==> config.mk <==
export PLATFORM = sky130hd
export DESIGN_NAME = lspr_proj
export DESIGN_NICKNAME = d
export VERILOG_FILES = /design/src/design/assert_macros.svh /design/src/design/lspr_pkg.sv /design/src/design/lspr_proj.sv
export SDC_FILE = /design/constraint.sdc
export NUM_CORES = 2
export LEC_CHECK = 0
export ABC_AREA = 1
export BUFFER_PORTS_ARGS = -buffer_cell sky130_fd_sc_hd__buf_2
export CAP_MARGIN = 30
export CORE_UTILIZATION = 40
export CTS_BUF_LIST = sky130_fd_sc_hd__clkbuf_4 sky130_fd_sc_hd__clkbuf_8
export DETAILED_ROUTE_END_ITERATION = 16
export GPL_TIMING_DRIVEN = 0
export SLEW_MARGIN = 30
export SYNTH_ARGS = -nofsm -noshare
export SYNTH_HDL_FRONTEND = slang
export SYNTH_SLANG_ARGS = --single-unit
==> constraint.sdc <==
create_clock -name i_clk -period 10.6 [get_ports i_clk]
set_input_delay 2.12 -clock i_clk [delete_from_list [all_inputs] [get_ports i_clk]]
set_output_delay 2.12 -clock i_clk [all_outputs]
set_load 0.01 [all_outputs]
==> src/design/assert_macros.svh <==
// Assertion macros included by the rasterizer top level
`ifndef ASSERT_MACROS_SVH
`define ASSERT_MACROS_SVH

// Property checked at every rising clock edge outside reset
`define ASSERT_CLK(lbl, prop, msg) \
    lbl: assert property (@(posedge i_clk) disable iff (!i_rst_n) prop) \
        else $error(msg);

// Same-cycle implication checked outside reset
`define ASSERT_IMPLY(lbl, ante, cons, msg) \
    lbl: assert property (@(posedge i_clk) disable iff (!i_rst_n) (ante) |-> (cons)) \
        else $error(msg);

`endif

==> src/design/lspr_pkg.sv <==
// Types and constants of the lidar scan point rasterizer
package lspr_pkg;

    localparam int IMAGE_SIZE_DEF = 500;

    // quarter-wave sine polynomial, Q16
    localparam logic [16:0] SIN_A   = 17'd102944;
    localparam logic [15:0] SIN_B   = 16'd42047;
    localparam logic [12:0] SIN_C   = 13'd4640;
    localparam logic [14:0] QUARTER = 15'd16384;
    localparam logic [16:0] MAG_MAX = 17'd65536;

    localparam int MAG_W = 17;
    localparam int OFF_W = 25;           // (range * mag * scale) >> 32
    localparam int POS_W = OFF_W + 2;    // signed pixel position

    localparam int CFG_IDX_W  = 3;
    localparam int CFG_DATA_W = 24;

    localparam logic [CFG_IDX_W-1:0] CFG_RANGE_MIN   = 3'd0;
    localparam logic [CFG_IDX_W-1:0] CFG_RANGE_MAX   = 3'd1;
    localparam logic [CFG_IDX_W-1:0] CFG_ANGLE_START = 3'd2;
    localparam logic [CFG_IDX_W-1:0] CFG_ANGLE_STEP  = 3'd3;
    localparam logic [CFG_IDX_W-1:0] CFG_PIXEL_SCALE = 3'd4;

    localparam logic [1:0] STS_PLOT   = 2'd0;
    localparam logic [1:0] STS_REJECT = 2'd1;
    localparam logic [1:0] STS_OFFIMG = 2'd2;
    localparam logic [1:0] STS_RSVD   = 2'd3;

    typedef struct packed {
        logic [15:0] range_mm;
        logic [11:0] sample_index;
    } t_in_item;

    typedef struct packed {
        logic [1:0] status;
        logic [8:0] pixel_x;
        logic [8:0] pixel_y;
    } t_out_item;

endpackage

==> src/design/lspr_proj.sv <==
// Three-stage projection: range times sine magnitude times pixel scale
module lspr_proj (
    input  logic                       i_clk,
    input  logic                       i_en,
    input  logic [15:0]                i_range,
    input  logic [lspr_pkg::MAG_W-1:0] i_mag,
    input  logic                       i_neg,
    input  logic [23:0]                i_scale,
    output logic [lspr_pkg::OFF_W-1:0] o_off,
    output logic                       o_neg
);

    logic [32:0] w_p1;
    logic [44:0] w_lo, w_hi;
    logic [56:0] w_sum;

    logic [32:0] r6_p1;
    logic        r6_neg;
    logic [44:0] r7_lo, r7_hi;
    logic        r7_neg;
    logic [lspr_pkg::OFF_W-1:0] r8_off;
    logic        r8_neg;

    assign w_p1  = {17'd0, i_range} * {16'd0, i_mag};
    // 33 x 24 product split into two 33 x 12 halves
    assign w_lo  = {12'd0, r6_p1} * {33'd0, i_scale[11:0]};
    assign w_hi  = {12'd0, r6_p1} * {33'd0, i_scale[23:12]};
    assign w_sum = {12'd0, r7_lo} + {r7_hi, 12'd0};

    always_ff @(posedge i_clk) begin
        if (i_en) begin
            r6_p1  <= w_p1;
            r6_neg <= i_neg;
            r7_lo  <= w_lo;
            r7_hi  <= w_hi;
            r7_neg <= r6_neg;
            r8_off <= w_sum[56:32];
            r8_neg <= r7_neg;
        end
    end

    assign o_off = r8_off;
    assign o_neg = r8_neg;

endmodule

==> results.md <==
* Core box area at 0.103 mm2
* CTS Buf Count at 17
* Htree depth at 4
* Post-CTS sizing at 0
* First-pass DRT Iterations at 9
* Final setup viols at 0
* Global-route wire length before repair at 206000 um
* Iter 0 DRT Violations at 2549
* Worst setup SP type: primary input
* Die X at 325 um
* Buf+Inv Stages, Crit Path at 6
* Final antenna-violating net count at 0
* Gr ovfl total at 0
* Crit-path leading delay family: adder cells
* Worst Path Arrival at 8.12 ns
* Period Utilization, post-route at 0.740
* Post-CTS Hold Fix Bufs at 0
* CTS Sinks at 139
* Core Util, Final at 0.426
* Post-CTS setup repair buffer count at 0
* Post-synthesis cell count at 5473
* CP Class: in2reg
* Status: complete, no violations
* Total track usage at 0.258
* Share of layout cells above drive strength 1 at 0.0136
* Skew-Pair Late Insertion Delay at 0.58 ns
* I/O pin count at 86
* Worst-path cell chain: buf_1 -> clkbuf_1 -> nand2_1 -> fa_1 -> inv_1 -> fa_1 -> fa_1 -> fa_1 -> fa_1 -> inv_1 -> fa_1 -> inv_1 -> ha_1 -> nand2_1 -> nor2_1 -> inv_1 -> nor3_1 -> nand3_1 -> o211ai_1 -> xor2_1
* Clk_skew at 0.0501 ns
* Initial antenna violation count at 4
* Post-synth ARST share at 0
* Worst slew pin tran at 1.09 ns
* Most frequent cells in the layout: nand2_1, inv_1, fa_1
* Final nets at 6709
* Mapped Area at 0.0418 mm2
* Top post-synthesis cells by area: fa_1, nand2_1, inv_1, edfxtp_1, ha_1
* Worst setup margin at 2.76 ns
* MaxCap Viol Count at 0
* Post-Syn Nets at 6659
* Synthesis-stage register bit count at 139
* Synth area leader: fa_1
* RePlAce Congestion at 0.971
* Die area at 0.106 mm2
* Fin. Hold Viols at 0
* FMAX at 128 MHz
* Unique cell type count in the Yosys netlist at 39
* Syn avg cell area at 7.63 um2
* TritonCTS clock tree: built
* Std-Cell Rows at 118
* Crit path max fanout at 10
* Root buffer cell: clkbuf_8
* Synth-to-layout area growth at 5.46%
* Period minus WS final at 7.84 ns
* EDFF count, synth at 139
* Clock Tree Buf Depth at 2
* RSZ-0062 raised after global routing: no
* Crit path top cell by count: fa_1
* Dpl hpwl at 114000 um
* Post-synth top area share at 0.396
* Wire per inst at 19.2 um
* Vias in the first global route at 36200
* Top FF cell, synth: edfxtp_1
* Post-synthesis sequential area ratio at 0.0999
* Die Ht at 325 um
* Largest net degree at the start of global routing at 82
* Crit path required time at 10.88 ns
* PortBufs at 30
* Relative slew slack at 0.271
* Fin Setup TNS at 0 ns
* Residual DRC at 0
* CP peak stage delay at 0.57 ns
* Via density at 5.01
* Most common cell after layout, fill and taps aside: nand2_1
* Pins Over Slew Limit at 0
* Post-Route WL at 133000 um
* Critical Path Slowest Stage Cell: fa_1
* CP Capture Type: flop
* CTS clk-pin slew, worst paths at 0.09 ns
* Initial core utilization at 0.404
* Yosys Warn Count at 0
* Hold Path Class: reg2reg
* Via count at 34600
* Pre-CTS setup slack at 2.25 ns
registers in the layout, summed over array words and instances (netlist names):
register  count
r6_neg        1
r7_neg        1
r7_lo        33
o_neg         1
r7_hi        45
r6_p1        33
o_off        25
cells by family (layout without fill, tap and decap cells):
family                   Yosys count  count (layout)  share of synthesized area
AND/OR/NAND/NOR                 1990            1990                      0.187
other                              0               1                          0
flip-flops                       139             139                     0.0999
AO/OA/AOI/OAI                    393             393                     0.0519
XOR/XNOR                          96              96                     0.0201
adder cells (fa/ha/maj)         1126            1126                      0.486
buffers and inverters           1729            1791                      0.155
layout make-up:
cell class                 count  area (um2)
antenna                        1        2.50
buffer                       226         848
clock buffer                  18         241
clock inverter                13         121
fill                       10700       59400
inverter                    1503        5640
multi-input combinational   3605       31100
sequential                   139        4170
tap                         1380        1730
timing repair buffer          31         188
path summary, 6_finish.rpt:
path	from	to	slack (ns)	depth (start not counted)
min reg2reg	r7_neg$_DFFE_PP_	o_neg$_DFFE_PP_	0.43	0
min	r7_neg$_DFFE_PP_	o_neg$_DFFE_PP_	0.43	0
max reg2reg	r6_p1[30]$_DFFE_PP_	r7_hi[37]$_DFFE_PP_	4.13	20
max	i_mag[13]	r6_p1[24]$_DFFE_PP_	2.76	20
routing by layer:
layer	global-route usage	wire length, um	vias up
met3	0.0305	7990	260
met5	0	24	-
met4	0.114	6780	4
li1	-	-	16000
met2	0.447	64100	1179
met1	0.321	53900	17200
stage by stage:
stage / instance area, um2 / hold WS, ns / instances
floorplan: 41800 / 0.400 / 5473
global placement: 43600 / 0.404 / 6883
detailed placement: 43700 / 0.409 / 6884
CTS: 44000 / 0.431 / 6915
global route: 44000 / 0.435 / 6916
finish: 44000 / 0.426 / 6916
cells in the mapped netlist (3+ instances only):
cell,number
a21boi_0,8
a21o_1,16
a21oi_1,185
a31oi_1,12
and3_1,4
buf_1,4
clkbuf_1,222
edfxtp_1,139
fa_1,827
ha_1,299
inv_1,1501
nand2_1,1523
nand2_2,3
nand3_1,98
nand3b_1,5
nand4_1,36
nor2_1,281
nor3_1,27
nor4_1,8
o211ai_1,4
o21a_1,14
o21ai_0,119
o21ai_1,6
o21ai_2,3
o21bai_1,17
xnor2_1,26
xor2_1,70
Power is left out: the tool's default activity adds up to more than one toggle a clock period on the data nets, which glitch-free logic cannot reach.
