===== config.mk =====
export PLATFORM = sky130hd
export DESIGN_NAME = lspr_sine
export DESIGN_NICKNAME = d
export VERILOG_FILES = /design/src/design/assert_macros.svh /design/src/design/lspr_pkg.sv /design/src/design/lspr_sine.sv
export SDC_FILE = /design/constraint.sdc
export NUM_CORES = 2
export LEC_CHECK = 0
export CAP_MARGIN = 5
export CORE_ASPECT_RATIO = 1.5
export CORE_MARGIN = 2
export CORE_UTILIZATION = 45
export CTS_CLUSTER_SIZE = 28
export DETAILED_ROUTE_END_ITERATION = 8
export DONT_BUFFER_PORTS = 1
export MAX_ROUTING_LAYER = met4
export RECOVER_POWER = 100
export SYNTH_ARGS = -nofsm -noshare
export SYNTH_HDL_FRONTEND = slang
export SYNTH_SLANG_ARGS = --single-unit

===== constraint.sdc =====
create_clock -name i_clk -period 10.5 [get_ports i_clk]
set_input_delay 1.575 -clock i_clk [delete_from_list [all_inputs] [get_ports i_clk]]
set_output_delay 1.575 -clock i_clk [all_outputs]
set_load 0.02 [all_outputs]

===== src/design/assert_macros.svh =====
// Assertion macros included by the rasterizer top level
`ifndef ASSERT_MACROS_SVH
`define ASSERT_MACROS_SVH

// Property checked at every rising clock edge outside reset
`define ASSERT_CLK(lbl, prop, msg) \
    lbl: assert property (@(posedge i_clk) disable iff (!i_rst_n) prop) \
        else $error(msg);

// Same-cycle implication checked outside reset
`define ASSERT_IMPLY(lbl, ante, cons, msg) \
    lbl: assert property (@(posedge i_clk) disable iff (!i_rst_n) (ante) |-> (cons)) \
        else $error(msg);

`endif


===== src/design/lspr_pkg.sv =====
// Types and constants of the lidar scan point rasterizer
package lspr_pkg;

    localparam int IMAGE_SIZE_DEF = 500;

    // quarter-wave sine polynomial, Q16
    localparam logic [16:0] SIN_A   = 17'd102944;
    localparam logic [15:0] SIN_B   = 16'd42047;
    localparam logic [12:0] SIN_C   = 13'd4640;
    localparam logic [14:0] QUARTER = 15'd16384;
    localparam logic [16:0] MAG_MAX = 17'd65536;

    localparam int MAG_W = 17;
    localparam int OFF_W = 25;           // (range * mag * scale) >> 32
    localparam int POS_W = OFF_W + 2;    // signed pixel position

    localparam int CFG_IDX_W  = 3;
    localparam int CFG_DATA_W = 24;

    localparam logic [CFG_IDX_W-1:0] CFG_RANGE_MIN   = 3'd0;
    localparam logic [CFG_IDX_W-1:0] CFG_RANGE_MAX   = 3'd1;
    localparam logic [CFG_IDX_W-1:0] CFG_ANGLE_START = 3'd2;
    localparam logic [CFG_IDX_W-1:0] CFG_ANGLE_STEP  = 3'd3;
    localparam logic [CFG_IDX_W-1:0] CFG_PIXEL_SCALE = 3'd4;

    localparam logic [1:0] STS_PLOT   = 2'd0;
    localparam logic [1:0] STS_REJECT = 2'd1;
    localparam logic [1:0] STS_OFFIMG = 2'd2;
    localparam logic [1:0] STS_RSVD   = 2'd3;

    typedef struct packed {
        logic [15:0] range_mm;
        logic [11:0] sample_index;
    } t_in_item;

    typedef struct packed {
        logic [1:0] status;
        logic [8:0] pixel_x;
        logic [8:0] pixel_y;
    } t_out_item;

endpackage


===== src/design/lspr_sine.sv =====
// Four-stage fixed-point sine magnitude of a 16-bit binary angle
module lspr_sine (
    input  logic                       i_clk,
    input  logic                       i_en,
    input  logic [15:0]                i_angle,
    output logic [lspr_pkg::MAG_W-1:0] o_mag,
    output logic                       o_neg
);

    logic [13:0] w_f;
    logic [14:0] w_x;
    logic [29:0] w_xx;
    logic [27:0] w_t1p;
    logic [15:0] w_d2;
    logic [30:0] w_t2p;
    logic [16:0] w_d3;
    logic [31:0] w_sp;
    logic [17:0] w_s;

    logic [14:0] r2_x, r2_x2;
    logic        r2_neg;
    logic [14:0] r3_x, r3_x2;
    logic [12:0] r3_t1;
    logic        r3_neg;
    logic [14:0] r4_x;
    logic [15:0] r4_t2;
    logic        r4_neg;
    logic [lspr_pkg::MAG_W-1:0] r5_mag;
    logic        r5_neg;

    // fold into first quadrant, x = f or 1 - f (Q14)
    assign w_f   = i_angle[13:0];
    assign w_x   = i_angle[14] ? (lspr_pkg::QUARTER - {1'b0, w_f}) : {1'b0, w_f};
    assign w_xx  = {15'd0, w_x} * {15'd0, w_x};
    assign w_t1p = {15'd0, lspr_pkg::SIN_C} * {13'd0, r2_x2};
    assign w_d2  = lspr_pkg::SIN_B - {3'd0, r3_t1};
    assign w_t2p = {15'd0, w_d2} * {16'd0, r3_x2};
    assign w_d3  = lspr_pkg::SIN_A - {1'b0, r4_t2};
    assign w_sp  = {15'd0, w_d3} * {17'd0, r4_x};
    assign w_s   = w_sp[31:14];

    always_ff @(posedge i_clk) begin
        if (i_en) begin
            r2_x   <= w_x;
            r2_x2  <= w_xx[28:14];
            r2_neg <= i_angle[15];
            r3_x   <= r2_x;
            r3_x2  <= r2_x2;
            r3_t1  <= w_t1p[26:14];
            r3_neg <= r2_neg;
            r4_x   <= r3_x;
            r4_t2  <= w_t2p[29:14];
            r4_neg <= r3_neg;
            r5_mag <= (w_s > {1'b0, lspr_pkg::MAG_MAX}) ? lspr_pkg::MAG_MAX : w_s[16:0];
            r5_neg <= r4_neg;
        end
    end

    assign o_mag = r5_mag;
    assign o_neg = r5_neg;

endmodule


==> flow_summary.json <==
{
  "cts_buffer_depth": 2,
  "synth-seq-area-share": 0.143,
  "area_growth_pct": 5.59,
  "postCtsHoldBufs": 0,
  "netlist_top_cells_area": "fa_1, ha_1, edfxtp_1, inv_1, and2_1",
  "critPathMaxFanout": 11,
  "achievable_freq_ghz": 0.105,
  "min-delay-path-class": "reg -> reg",
  "met2_layer_usage_reported_by_global_route": 0.433,
  "drt_first_pass_iters": 5,
  "synthesis.area_um2": 26300,
  "fill_cells": 5526,
  "die_h_um": 300,
  "cpLargestDelayFamily": "adder cells",
  "grt.overflow.total": 0,
  "setup-violations-final": 0,
  "port_buffers": 0,
  "cts_tree": "yes",
  "min_period_over_period": 0.911,
  "worst_path_most_repeated_cell": "fa_1",
  "yosys_warnings": 0,
  "cpPeakStageDelay_ns": 0.72,
  "gp_congestion": 0.874,
  "critPathCaptureType": "flip-flop",
  "layout_min_cycle_time_ns": 9.56,
  "cap_viol_max_count": 1,
  "grt_most_used_layer": "met2",
  "yosysTopAreaCellShare": 0.381,
  "drt-initial-drc-count": 647,
  "synth_edf_count": 125,
  "drv_slew": 16,
  "tightest_slew_ns": 1.58,
  "design.core.area_um2": 57800,
  "routed_wire_length_per_instance_um": 18.1,
  "wirelength_mm": 61.9,
  "skew_ns": 0.0160,
  "postSynthCellCount": 2671,
  "global_route_wire_length_before_repair_mm": 103,
  "worst-path-buf-inv": 6,
  "cts-htree-levels": 4,
  "layout-drive-gt1-share": 0.0237,
  "ys_dominant_reg_cell": "edfxtp_1",
  "synth_cell_type_count": 73,
  "synth-async-reset-ratio": 0,
  "initial_util": 0.455,
  "setup.worst_path.class": "in -> reg",
  "clock_sinks": 125,
  "ys_ff_latch": 125,
  "grt_use_met1": 0.228,
  "viasPerCell": 5.15,
  "grt.total_usage": 0.224,
  "final_net_count": 3481,
  "run_status": "finished with violations",
  "avg_synthesized_cell_area_um2": 9.85,
  "slew_headroom": -0.0582,
  "cts_repair_resize_count": 0,
  "grt_max_degree": 126,
  "crit_path_top_delay_cell": "o311ai_0",
  "numCtsBuffers": 17,
  "post_layout_nonfiller_instances": 3424,
  "most-common-layout-cells": "inv_1, fa_1, ha_1",
  "post-place-cells": 3392,
  "postCtsSetupBuffers": 0,
  "grt_pass1_vias": 20176,
  "post-synth-top-area-cell": "fa_1",
  "die_outline_width_um": 201,
  "drc_errors": 0,
  "required_arrival_time_at_the_worst_endpoint_ns": 10.71,
  "gr-usage-met3": 0.0244,
  "number_of_antenna_cells_inserted": 0,
  "worst_ep_arrival_time_ns": 9.77,
  "worstSkewPairLatency_ns": 0.47,
  "rows": 108,
  "setup-tns-final_ns": 0,
  "detailroute.via_count": 17648,
  "detailed_place_hpwl_mm": 51.3,
  "die_area_um2": 60400,
  "timing.final.hold_violations": 0,
  "cts_root_buffer": "clkbuf_16",
  "route.antenna.remaining_nets": 0,
  "grt_setup_unrepaired": "false",
  "layout_commonest_cell": "inv_1",
  "final_core_util": 0.480,
  "pin_count": 36,
  "startpoint_type": "input port",
  "grt_antenna_before_repair": 0,
  "clkTransAtPathRegs_ns": 0.06,
  "failed_checks": "max-capacitance violations, max-slew violations"
}
per-layer routing:
metal / up-vias / routed length [um]
met1: 9074 / 22700
met3: 137 / 1630
met4: 0 / 2420
met5: - / 0
met2: 328 / 35200
li1: 8109 / -
metrics by stage:
step | worst slack [ns] | instance area [um^2] | hold slack (ns)
after floorplan | 1.60 | 26300 | 0.400
after global placement | 1.26 | 27300 | 0.402
after detailed placement | 1.14 | 27300 | 0.405
after CTS | 1.15 | 27800 | 0.417
after global routing | 0.336 | 27800 | 0.426
final | 0.939 | 27800 | 0.414
sequential cells by signal (all words and copies together), names as in the netlist:
signal  flops
r3_t1      13
r3_neg      1
r3_x2      15
r2_x2      15
r4_neg      1
r2_neg      1
o_mag      17
r2_x       15
r4_t2      16
o_neg       1
r3_x       15
r4_x       15
synth_stat cells (3+ instances only):
cell        n
a211oi_1    4
a21boi_0    3
a21o_1     19
a21oi_1    50
a311oi_1    3
a31oi_1     5
and2_1    222
and3_1     11
buf_2       4
clkbuf_1   74
clkinv_1    4
edfxtp_1  125
fa_1      500
ha_1      322
inv_1     595
nand2_1   233
nand2b_1   57
nand3_1    17
nand4_1     9
nor2_1    132
nor2b_1    47
nor3_1     31
nor3b_1     3
o211ai_1    4
o21a_1     11
o21ai_0    23
o21ai_1     6
o21bai_1    5
o31a_1      3
o31ai_1     5
o41ai_1     3
or3_1       3
xnor2_1    68
xor2_1     21
path summary, 6_finish.rpt:
| path | slack (ns) | depth (start not counted) | endpoint | startpoint |
|---|---|---|---|---|
| hold reg to reg | 0.41 | 0 | r3_neg | r2_neg |
| setup reg to reg | 0.98 | 29 | o_mag[6] | r4_t2[0] |
| hold / removal | 0.41 | 0 | r3_neg | r2_neg |
| setup / recovery | 0.94 | 27 | r2_x2[14] | i_angle[0] |
kinds of logic (layout without fill, tap and decap cells):
logic type	count (synthesis)	count (layout)	synth area share
compound gates	173	173	0.0458
xor+xnor	90	90	0.0303
fa+ha+maj	822	822	0.534
buf+inv	680	655	0.0974
other cells	2	10	0.000286
flops	125	125	0.143
mux	1	1	0.000381
simple gates	778	778	0.149
final cells by class:
class	count	area (um^2)	area share
Clock buffer	18	429	0.0155
Sequential cell	125	3750	0.135
Clock inverter	14	158	0.00568
Multi-Input combinational cell	1874	20100	0.723
Timing Repair Buffer	23	131	0.00473
Inverter	600	2250	0.0811
Tap cell	770	963	0.0347
Power is left out: the tool's default activity adds up to more than one toggle a clock period on the data nets, which glitch-free logic cannot reach.
